[src/design/netpbm_pixel_payload_decoder_core_macros.svh]
// Assertion helpers shared by the decoder RTL.
`ifndef NETPBM_PIXEL_PAYLOAD_DECODER_CORE_MACROS_SVH
`define NETPBM_PIXEL_PAYLOAD_DECODER_CORE_MACROS_SVH

// Same-cycle implication.
`define NPD_ASSERT_IMPL(lbl, ante, cons) \
    lbl: assert property (@(posedge clk) disable iff (!rst_n) (ante) |-> (cons)) \
        else $error("npd check failed");

// Next-cycle implication.
`define NPD_ASSERT_NEXT(lbl, ante, cons) \
    lbl: assert property (@(posedge clk) disable iff (!rst_n) (ante) |=> (cons)) \
        else $error("npd check failed");

`endif

[src/design/npd_pkg.sv]
`timescale 1ns / 1ps

package npd_pkg;

    localparam int MAX_DIM   = 4096;
    localparam int CNT_W     = $clog2(MAX_DIM);
    localparam int DIM_W     = 13;
    localparam int GRAY_W    = 8;
    localparam int BYTE_W    = 8;
    localparam int DIV_W     = 2 * GRAY_W;
    localparam int DIV_CNT_W = $clog2(DIV_W);
    localparam int BIT_CNT_W = $clog2(BYTE_W);
    localparam int CFG_IDX_W = 2;
    localparam int CFG_DAT_W = 13;

    localparam logic [BYTE_W-1:0] CHAR_ZERO  = 8'h30;
    localparam logic [BYTE_W-1:0] CHAR_NINE  = 8'h39;
    localparam logic [BYTE_W-1:0] CHAR_SPACE = 8'h20;
    localparam logic [BYTE_W-1:0] CHAR_TAB   = 8'h09;
    localparam logic [BYTE_W-1:0] CHAR_CR    = 8'h0D;
    localparam logic [GRAY_W-1:0] GRAY_WHITE = 8'hFF;
    localparam logic [GRAY_W-1:0] GRAY_BLACK = 8'h00;

    typedef enum logic [1:0] {
        MODE_ASCII_BIT  = 2'd0,
        MODE_ASCII_GRAY = 2'd1,
        MODE_PACKED_BIT = 2'd2,
        MODE_RAW_GRAY   = 2'd3
    } mode_t;

    typedef enum logic [CFG_IDX_W-1:0] {
        CFG_MODE     = 2'd0,
        CFG_WIDTH    = 2'd1,
        CFG_HEIGHT   = 2'd2,
        CFG_GRAY_MAX = 2'd3
    } cfg_idx_t;

    typedef enum logic [1:0] {
        K_ASCII_BIT  = 2'd0,
        K_PACKED_BIT = 2'd1,
        K_SCALED     = 2'd2,
        K_ERROR      = 2'd3
    } kind_t;

    typedef struct packed {
        logic  capture;
        logic  acc_digit;
        logic  acc_clear;
        logic  div_start;
        logic  div_use_byte;
        logic  shift_load;
        logic  emit;
        kind_t kind;
    } cmd_t;

    typedef struct packed {
        mode_t mode;
        logic  done;
        logic  is_digit;
        logic  is_space;
        logic  pending;
        logic  fin;
        logic  emit_last;
        logic  out_free;
        logic  div_done;
    } status_t;

    function automatic logic [DIM_W-1:0] clamp_dim(input logic [DIM_W-1:0] v);
        logic [DIM_W-1:0] r;
        r = v;
        if (v == '0)
            r = DIM_W'(1);
        else if (v > DIM_W'(MAX_DIM))
            r = DIM_W'(MAX_DIM);
        return r;
    endfunction

    function automatic logic is_ws(input logic [BYTE_W-1:0] c);
        return (c == CHAR_SPACE) || ((c >= CHAR_TAB) && (c <= CHAR_CR));
    endfunction

endpackage

[src/design/npd_div.sv]
`timescale 1ns / 1ps

// value*255 / divisor, restoring, one quotient bit per cycle
module npd_div
    import npd_pkg::*;
(
    input  logic              clk,
    input  logic              rst_n,
    input  logic              start,
    input  logic [GRAY_W-1:0] value,
    input  logic [GRAY_W-1:0] divisor,
    output logic              done,
    output logic [GRAY_W-1:0] quotient
);

    logic                 busy_reg, busy_next;
    logic                 done_reg, done_next;
    logic [DIV_CNT_W-1:0] cnt_reg, cnt_next;
    logic [GRAY_W-1:0]    rem_reg, rem_next;
    logic [DIV_W-1:0]     qd_reg, qd_next;
    logic [GRAY_W-1:0]    dvs_reg, dvs_next;
    logic [GRAY_W:0]      rem_sh;
    logic [GRAY_W:0]      rem_sub;
    logic                 ge;

    assign rem_sh  = {rem_reg, qd_reg[DIV_W-1]};
    assign ge      = rem_sh >= {1'b0, dvs_reg};
    assign rem_sub = rem_sh - {1'b0, dvs_reg};

    always_comb
    begin
        busy_next = busy_reg;
        done_next = done_reg;
        cnt_next  = cnt_reg;
        rem_next  = rem_reg;
        qd_next   = qd_reg;
        dvs_next  = dvs_reg;
        if (start)
        begin
            busy_next = 1'b1;
            done_next = 1'b0;
            cnt_next  = '0;
            rem_next  = '0;
            qd_next   = {value, {GRAY_W{1'b0}}} - {{GRAY_W{1'b0}}, value};
            dvs_next  = divisor;
        end
        else if (busy_reg)
        begin
            rem_next = ge ? rem_sub[GRAY_W-1:0] : rem_sh[GRAY_W-1:0];
            qd_next  = {qd_reg[DIV_W-2:0], ge};
            cnt_next = cnt_reg + DIV_CNT_W'(1);
            if (cnt_reg == DIV_CNT_W'(DIV_W - 1))
            begin
                busy_next = 1'b0;
                done_next = 1'b1;
            end
        end
    end

    always_ff @(posedge clk or negedge rst_n)
    begin
        if (!rst_n)
        begin
            busy_reg <= 1'b0;
            done_reg <= 1'b0;
            cnt_reg  <= '0;
        end
        else
        begin
            busy_reg <= busy_next;
            done_reg <= done_next;
            cnt_reg  <= cnt_next;
        end
    end

    always_ff @(posedge clk)
    begin
        rem_reg <= rem_next;
        qd_reg  <= qd_next;
        dvs_reg <= dvs_next;
    end

    assign done     = done_reg;
    assign quotient = qd_reg[GRAY_W-1:0];

endmodule

[src/design/npd_dp.sv]
`timescale 1ns / 1ps

module npd_dp
    import npd_pkg::*;
(
    input  logic                 clk,
    input  logic                 rst_n,
    input  logic [BYTE_W-1:0]    s_tdata,
    input  logic                 s_tlast,
    input  logic                 cfg_valid,
    input  logic [CFG_IDX_W-1:0] cfg_index,
    input  logic [CFG_DAT_W-1:0] cfg_data,
    input  logic                 m_tready,
    input  cmd_t                 cmd,
    output status_t              st,
    output logic                 m_tvalid,
    output logic [GRAY_W-1:0]    m_tdata,
    output logic                 m_tlast,
    output logic [1:0]           m_tuser
);

    mode_t                mode_reg;
    logic [DIM_W-1:0]     width_reg;
    logic [DIM_W-1:0]     height_reg;
    logic [GRAY_W-1:0]    gmax_reg;

    logic [BYTE_W-1:0]    byte_reg;
    logic                 fin_reg;
    logic [GRAY_W-1:0]    acc_reg, acc_next;
    logic                 pend_reg, pend_next;
    logic                 done_reg, done_next;
    logic [CNT_W-1:0]     col_reg, col_next;
    logic [CNT_W-1:0]     row_reg, row_next;
    logic [BYTE_W-1:0]    shift_reg;
    logic [BIT_CNT_W-1:0] bit_reg;

    logic                 ovalid_reg, ovalid_next;
    logic [GRAY_W-1:0]    ogray_reg;
    logic                 olast_reg;
    logic                 ocomp_reg;
    logic                 oerr_reg;

    logic [DIM_W-1:0]     w_cl;
    logic [DIM_W-1:0]     h_cl;
    logic                 row_end;
    logic                 img_end;
    logic                 is_pixel;
    logic                 e_last;
    logic [GRAY_W-1:0]    e_gray;
    logic                 div_done;
    logic [GRAY_W-1:0]    div_q;

    assign w_cl     = clamp_dim(width_reg);
    assign h_cl     = clamp_dim(height_reg);
    assign row_end  = (DIM_W'(col_reg) + DIM_W'(1)) >= w_cl;
    assign img_end  = (DIM_W'(row_reg) + DIM_W'(1)) >= h_cl;
    assign is_pixel = cmd.kind != K_ERROR;
    assign e_last   = (cmd.kind != K_PACKED_BIT) || row_end ||
                      (bit_reg == BIT_CNT_W'(BYTE_W - 1));

    always_comb
    begin
        unique case (cmd.kind)
            K_ASCII_BIT:  e_gray = (byte_reg == CHAR_ZERO) ? GRAY_WHITE : GRAY_BLACK;
            K_PACKED_BIT: e_gray = shift_reg[BYTE_W-1] ? GRAY_BLACK : GRAY_WHITE;
            K_SCALED:     e_gray = div_q;
            K_ERROR:      e_gray = GRAY_BLACK;
        endcase
    end

    npd_div u_div (
        .clk      (clk),
        .rst_n    (rst_n),
        .start    (cmd.div_start),
        .value    (cmd.div_use_byte ? byte_reg : acc_reg),
        .divisor  (gmax_reg),
        .done     (div_done),
        .quotient (div_q)
    );

    always_comb
    begin
        acc_next    = acc_reg;
        pend_next   = pend_reg;
        done_next   = done_reg;
        col_next    = col_reg;
        row_next    = row_reg;
        ovalid_next = ovalid_reg;
        if (cmd.acc_digit)
        begin
            acc_next  = (acc_reg << 3) + (acc_reg << 1) + (byte_reg - CHAR_ZERO);
            pend_next = 1'b1;
        end
        if (cmd.acc_clear)
        begin
            acc_next  = '0;
            pend_next = 1'b0;
        end
        if (m_tready)
            ovalid_next = 1'b0;
        if (cmd.emit)
        begin
            ovalid_next = 1'b1;
            if (is_pixel)
            begin
                if (row_end)
                begin
                    col_next = '0;
                    if (img_end)
                        done_next = 1'b1;
                    else
                        row_next = row_reg + CNT_W'(1);
                end
                else
                begin
                    col_next = col_reg + CNT_W'(1);
                end
            end
        end
    end

    always_ff @(posedge clk or negedge rst_n)
    begin
        if (!rst_n)
        begin
            mode_reg   <= MODE_ASCII_BIT;
            width_reg  <= DIM_W'(1);
            height_reg <= DIM_W'(1);
            gmax_reg   <= GRAY_WHITE;
            acc_reg    <= '0;
            pend_reg   <= 1'b0;
            done_reg   <= 1'b0;
            col_reg    <= '0;
            row_reg    <= '0;
            ovalid_reg <= 1'b0;
        end
        else
        begin
            if (cfg_valid)
            begin
                unique case (cfg_idx_t'(cfg_index))
                    CFG_MODE:     mode_reg   <= mode_t'(cfg_data[1:0]);
                    CFG_WIDTH:    width_reg  <= cfg_data[DIM_W-1:0];
                    CFG_HEIGHT:   height_reg <= cfg_data[DIM_W-1:0];
                    CFG_GRAY_MAX: gmax_reg   <= cfg_data[GRAY_W-1:0];
                endcase
            end
            acc_reg    <= acc_next;
            pend_reg   <= pend_next;
            done_reg   <= done_next;
            col_reg    <= col_next;
            row_reg    <= row_next;
            ovalid_reg <= ovalid_next;
        end
    end

    always_ff @(posedge clk)
    begin
        if (cmd.capture)
        begin
            byte_reg <= s_tdata;
            fin_reg  <= s_tlast;
        end
        if (cmd.shift_load)
        begin
            shift_reg <= byte_reg;
            bit_reg   <= '0;
        end
        else if (cmd.emit && (cmd.kind == K_PACKED_BIT))
        begin
            shift_reg <= {shift_reg[BYTE_W-2:0], 1'b0};
            bit_reg   <= bit_reg + BIT_CNT_W'(1);
        end
        if (cmd.emit)
        begin
            ogray_reg <= e_gray;
            olast_reg <= e_last;
            ocomp_reg <= is_pixel && row_end && img_end;
            oerr_reg  <= !is_pixel;
        end
    end

    assign st.mode      = mode_reg;
    assign st.done      = done_reg;
    assign st.is_digit  = (byte_reg >= CHAR_ZERO) && (byte_reg <= CHAR_NINE);
    assign st.is_space  = is_ws(byte_reg);
    assign st.pending   = pend_reg;
    assign st.fin       = fin_reg;
    assign st.emit_last = e_last;
    assign st.out_free  = !ovalid_reg || m_tready;
    assign st.div_done  = div_done;

    assign m_tvalid = ovalid_reg;
    assign m_tdata  = ogray_reg;
    assign m_tlast  = olast_reg;
    assign m_tuser  = {oerr_reg, ocomp_reg};

endmodule

[src/design/npd_ctrl.sv]
`timescale 1ns / 1ps

module npd_ctrl
    import npd_pkg::*;
(
    input  logic    clk,
    input  logic    rst_n,
    input  logic    s_tvalid,
    output logic    s_tready,
    input  status_t st,
    output cmd_t    cmd
);

    typedef enum logic [4:0] {
        S_IDLE   = 5'b00001,
        S_DECODE = 5'b00010,
        S_FLUSH  = 5'b00100,
        S_DIV    = 5'b01000,
        S_EMIT   = 5'b10000
    } state_t;

    state_t state_reg, state_next;
    kind_t  kind_reg, kind_next;

    always_comb
    begin
        state_next       = state_reg;
        kind_next        = kind_reg;
        cmd.capture      = 1'b0;
        cmd.acc_digit    = 1'b0;
        cmd.acc_clear    = 1'b0;
        cmd.div_start    = 1'b0;
        cmd.div_use_byte = 1'b0;
        cmd.shift_load   = 1'b0;
        cmd.emit         = 1'b0;
        cmd.kind         = kind_reg;
        unique case (state_reg)
            S_IDLE:
            begin
                if (s_tvalid)
                begin
                    cmd.capture = 1'b1;
                    state_next  = S_DECODE;
                end
            end
            S_DECODE:
            begin
                state_next = S_IDLE;
                if (!st.done)
                begin
                    unique case (st.mode)
                        MODE_ASCII_BIT:
                        begin
                            if (!st.is_space)
                            begin
                                kind_next  = K_ASCII_BIT;
                                state_next = S_EMIT;
                            end
                        end
                        MODE_ASCII_GRAY:
                        begin
                            if (st.is_digit)
                            begin
                                cmd.acc_digit = 1'b1;
                                if (st.fin)
                                    state_next = S_FLUSH;
                            end
                            else if (st.is_space)
                            begin
                                if (st.pending)
                                begin
                                    cmd.div_start = 1'b1;
                                    cmd.acc_clear = 1'b1;
                                    kind_next     = K_SCALED;
                                    state_next    = S_DIV;
                                end
                            end
                            else
                            begin
                                cmd.acc_clear = 1'b1;
                                kind_next     = K_ERROR;
                                state_next    = S_EMIT;
                            end
                        end
                        MODE_PACKED_BIT:
                        begin
                            cmd.shift_load = 1'b1;
                            kind_next      = K_PACKED_BIT;
                            state_next     = S_EMIT;
                        end
                        MODE_RAW_GRAY:
                        begin
                            cmd.div_start    = 1'b1;
                            cmd.div_use_byte = 1'b1;
                            kind_next        = K_SCALED;
                            state_next       = S_DIV;
                        end
                    endcase
                end
            end
            S_FLUSH:
            begin
                cmd.div_start = 1'b1;
                cmd.acc_clear = 1'b1;
                kind_next     = K_SCALED;
                state_next    = S_DIV;
            end
            S_DIV:
            begin
                if (st.div_done)
                    state_next = S_EMIT;
            end
            S_EMIT:
            begin
                if (st.out_free)
                begin
                    cmd.emit = 1'b1;
                    if (st.emit_last)
                        state_next = S_IDLE;
                end
            end
        endcase
    end

    always_ff @(posedge clk or negedge rst_n)
    begin
        if (!rst_n)
        begin
            state_reg <= S_IDLE;
            kind_reg  <= K_ASCII_BIT;
        end
        else
        begin
            state_reg <= state_next;
            kind_reg  <= kind_next;
        end
    end

    assign s_tready = state_reg == S_IDLE;

endmodule

[src/design/netpbm_pixel_payload_decoder_core.sv]
`timescale 1ns / 1ps
// Path: a byte is captured in S_IDLE and decoded in S_DECODE; a bitmap pixel or error
// word is then registered from S_EMIT, while a gray pixel first passes S_DIV (after
// S_FLUSH on a final-byte flush), where the 16-step restoring divider runs.
// Packed bitmap: one pixel per cycle while the output is free; one byte at a time.
// Reset (rst_n, async, active low) clears counters, pending number and config registers.
`include "netpbm_pixel_payload_decoder_core_macros.svh"

module netpbm_pixel_payload_decoder_core
    import npd_pkg::*;
(
    input  logic                 clk,
    input  logic                 rst_n,
    input  logic                 s_tvalid,
    output logic                 s_tready,
    input  logic [7:0]           s_tdata,   // [7:0] payload_byte
    input  logic                 s_tlast,   // final_byte
    output logic                 m_tvalid,
    input  logic                 m_tready,
    output logic [7:0]           m_tdata,   // [7:0] gray_value
    output logic                 m_tlast,   // last_of_run
    output logic [1:0]           m_tuser,   // [0] image_complete, [1] syntax_error
    input  logic                 cfg_valid,
    output logic                 cfg_ready,
    input  logic [CFG_IDX_W-1:0] cfg_index,
    input  logic [CFG_DAT_W-1:0] cfg_data
);

    cmd_t    cmd;
    status_t st;

    assign cfg_ready = 1'b1;

    npd_ctrl u_ctrl (
        .clk      (clk),
        .rst_n    (rst_n),
        .s_tvalid (s_tvalid),
        .s_tready (s_tready),
        .st       (st),
        .cmd      (cmd)
    );

    npd_dp u_dp (
        .clk       (clk),
        .rst_n     (rst_n),
        .s_tdata   (s_tdata),
        .s_tlast   (s_tlast),
        .cfg_valid (cfg_valid),
        .cfg_index (cfg_index),
        .cfg_data  (cfg_data),
        .m_tready  (m_tready),
        .cmd       (cmd),
        .st        (st),
        .m_tvalid  (m_tvalid),
        .m_tdata   (m_tdata),
        .m_tlast   (m_tlast),
        .m_tuser   (m_tuser)
    );

    `NPD_ASSERT_IMPL(a_err_word_clean, m_tvalid && m_tuser[1], !m_tuser[0] && (m_tdata == '0))
    `NPD_ASSERT_IMPL(a_complete_is_last, m_tvalid && m_tuser[0], m_tlast)
    `NPD_ASSERT_NEXT(a_one_byte_at_a_time, s_tvalid && s_tready, !s_tready)
    `NPD_ASSERT_NEXT(a_nothing_after_complete, m_tvalid && m_tready && m_tuser[0], !m_tvalid)

endmodule

[config.mk]
export PLATFORM = sky130hd
export DESIGN_NAME = netpbm_pixel_payload_decoder_core
export DESIGN_NICKNAME = d
export VERILOG_FILES = /design/src/design/npd_pkg.sv /design/src/design/npd_div.sv /design/src/design/npd_dp.sv /design/src/design/npd_ctrl.sv /design/src/design/netpbm_pixel_payload_decoder_core.sv
export VERILOG_INCLUDE_DIRS = /design/src /design/src/design
export SDC_FILE = /design/constraint.sdc
export NUM_CORES = 1
export LEC_CHECK = 0
export BUFFER_PORTS_ARGS = -buffer_cell sky130_fd_sc_hd__clkbuf_2
export CAP_MARGIN = 20
export CORE_MARGIN = 10
export CORE_UTILIZATION = 57
export CTS_CLUSTER_SIZE = 40
export DETAILED_ROUTE_END_ITERATION = 7
export PLACE_DENSITY = 0.75
export SKIP_LAST_GASP = 1
export SYNTH_ARGS = -nofsm -noshare
export SYNTH_HDL_FRONTEND = slang
export SYNTH_SLANG_ARGS = --single-unit
export TNS_END_PERCENT = 100
[constraint.sdc]
create_clock -name clk -period 4 [get_ports clk]
set_clock_uncertainty 0.1 [all_clocks]
set_input_delay 0.8 -clock clk [delete_from_list [all_inputs] [get_ports clk]]
set_output_delay 0.8 -clock clk [all_outputs]
set_load 0.01 [all_outputs]
==> run_results.csv <==
group,metric,value,unit
sta,max_freq,0.273,GHz
cells_and_area,diodes,0,
synthesis,synthDistinctLibCells,81,
routing,drt_wl_total,18000,um
routing,first_iter_violations,328,
place,port_buffers,41,
synthesis,synth-edff-count,52,
power_and_ir_drop,leakage,4.15,nW
power_and_ir_drop,p_seq_share,39.1,%
sta,rsz0062_at_grt,"false",
cts,htree_levels,4,
routing,viasPerCell,5.96,
power_and_ir_drop,powerDensity,647,mW/mm^2
cells_and_area,fin_cells,1018,
global_routing,antenna_found_initial,0,
global_routing,grtUsageTotal,18.3,%
cells_and_area,n_fill_cell,1124,
synthesis,synth_seq_area_share,46.3,%
critical_path,r2r-start,"u_dp.col_reg[0]",
synthesis,synthFlopType,"dfrtp_1",
global_routing,grt-ovfl-total,0,
cells_and_area,nets,907,
synthesis,syn-num-nets,871,
power_and_ir_drop,ir_drop,0.358,mV
outcome,status,"finished, final reports clean",
global_routing,grt_max_degree,85,
sta,hold_violations,0,
sta,fin_tns_setup,0,ps
synthesis,ys_ff_latch,147,
critical_path,path_max_fanout,26,
critical_path,arrival,3930,ps
routing,drc,0,
cts,root_buffer,"clkbuf_16",
cts,cts_sinks,147,
sta,final-max-slew-violation-count,0,
critical_path,end_kind,"flop",
die,fp.dieArea,0.0200,mm^2
synthesis,avgSynthCellArea,10.7,um^2
power_and_ir_drop,comb_power_share,35.2,%
synthesis,async_flop_share,57.1,%
die,placementRows,44,
place,place_ws,356,ps
critical_path,required,4260,ps
place,gp_congestion,0.860,
cts,clk_latency,430,ps
die,coreArea,0.0145,mm^2
sta,setup_viol_count_final,0,
worst_hold_path,hp-class,"in2async",
cells_and_area,syn2layout_area_growth,11.1,%
sta,period_share,91.6,%
critical_path,start_kind,"flop",
sta,fin_crit,3670,ps
cells_and_area,largest_reg_flops,16,
power_and_ir_drop,swShare,35.1,%
power_and_ir_drop,pwr-share-clk,25.7,%
cts,cts_tree,"done",
critical_path,critPathLaunch,"u_dp.col_reg[0]",
global_routing,grt_pass1_vias,6173,
routing,dr.pass1.iters,8,
cells_and_area,final_util,64.5,%
place,place_hpwl,12900,um
routing,routed-via-count,6063,
cts,path_clk_slew,60,ps
sta,setup_ws,335,ps
cts,cts_made_buffers,17,
synthesis,synth_warnings,0,
sta,relSlewSlack,44.7,%
die,io-pin-count,43,
power_and_ir_drop,p_total,6.04,mW
synthesis,synth_cells,785,
die,die_x,141,um
sta,tightest_slew,830,ps
routing,final_antenna_net_count,0,
critical_path,critPathKind,"reg2reg",
power_and_ir_drop,power_switching,2.12,mW
die,start_util,58.1,%
power_and_ir_drop,p_int,3.92,mW
routing,wire_per_inst,17.7,um
cells_and_area,drive_above_1_share,18.9,%
run,max_cap_viol_count,0,
cells_and_area,final_cell_mix,"nand2_1 (73), dfrtp_1 (73), nor2_1 (53)",
place,place_inst,984,
synthesis,netlist_area,0.00841,mm^2
global_routing,grt_first_pass_wirelength,30000,um
cts,clk_path_buf_depth,2,
die,die_y,141,um
[cell families (layout without fill, tap and decap cells)]
logic type / after synthesis / in the layout / share of synthesized area, %
simple gates: 264 / 264 / 16.3
flops: 147 / 147 / 46.3
compound gates: 138 / 138 / 10.9
mux: 64 / 64 / 8.73
buf+inv: 63 / 112 / 3.36
fa+ha+maj: 57 / 57 / 9.01
xor+xnor: 51 / 51 / 5.31
other cells: 1 / 1 / 0.0446
[worst paths after layout]
check	end	slack (ps)	depth (start not counted)
setup / recovery	u_dp.col_reg[0]	330	13
hold / removal	u_dp.col_reg[7]	120	1
setup reg to reg	u_dp.col_reg[0]	330	13
hold reg to reg	u_dp.u_div.rem_reg[7]	380	2
max in group asynchronous	u_dp.gmax_reg[2]	3050	2
min in group clk	u_dp.u_div.rem_reg[7]	380	2
[worst max-delay path, cell delays in order (launching register included)]
cell and delay, ps:
dfrtp_1 420, ha_1 240, nand3_1 170, nor2_1 330, nand3_1 200, xnor2_1 230, ha_1 280, a211oi_1 240
o21bai_1 110, a211oi_1 370, nand2_1 100, buf_4 230, nor2_1 360, mux2_2 230
[Yosys cell counts (11+ instances only)]
master    count  area (um^2)
dfrtp_1      73         1830
nand2_1      73          274
nor2_1       53          199
edfxtp_1     52         1560
ha_1         51          638
mux2_2       48          541
o21ai_0      37          185
xnor2_1      32          280
inv_1        30          113
nand3_1      24          120
a21oi_1      20          100
xor2_1       19          166
clkbuf_1     16         60.1
nand4_1      14         87.6
a22o_1       13          114
nor2b_1      13         81.3
nor3_1       13         65.1
a21o_1       12         90.1
and3_1       12         75.1
mux2i_1      12          120
dfstp_2      11          289
dfxtp_1      11          220
[final cells by class]
type                            instances  area, um^2  share of cell area (%)
Inverter                               31         116                    1.25
Multi-Input combinational cell        575        4240                    45.3
Sequential cell                       147        3900                    41.7
Timing Repair Buffer                   49         288                    3.08
Clock buffer                           18         439                    4.70
Tap cell                              184         230                    2.46
Clock inverter                         14         136                    1.46
[power groups by stage]
stage / Combinational, mW / Clock, mW / Sequential [mW]
floorplan: 1.71 / 0 / 2.25
global placement: 2.00 / 0 / 2.35
detailed placement: 2.10 / 0 / 2.37
CTS: 2.12 / 1.57 / 2.36
global route: 2.40 / 1.63 / 2.41
finish: 2.13 / 1.55 / 2.36
[layer usage]
layer	part of all wire (%)	GRT usage (%)	wire, um	vias to the layer above
li1	-	-	-	2922
met1	44	22.9	7950	2969
met2	49	29.8	8820	146
met3	5.3	4.71	947	26
met4	1.5	7.05	275	0
met5	0	0	0	-
[through the flow]
step / hold WS [ps] / instance area, um^2
4_1_cts: 387 / 9300
3_3_place_gp: 362 / 8730
2_1_floorplan: 351 / 8410
6_report: 124 / 9350
5_1_grt: 119 / 9350
3_5_place_dp: 379 / 8730
[timing repair]
item / CTS / global route
hold buffers: 0 / 0
gates resized for setup: 0 / 1
setup buffers: 0 / 0
endpoints found under the setup margin: 0 / 1
Note: power is estimated with default switching activity, not from simulation.
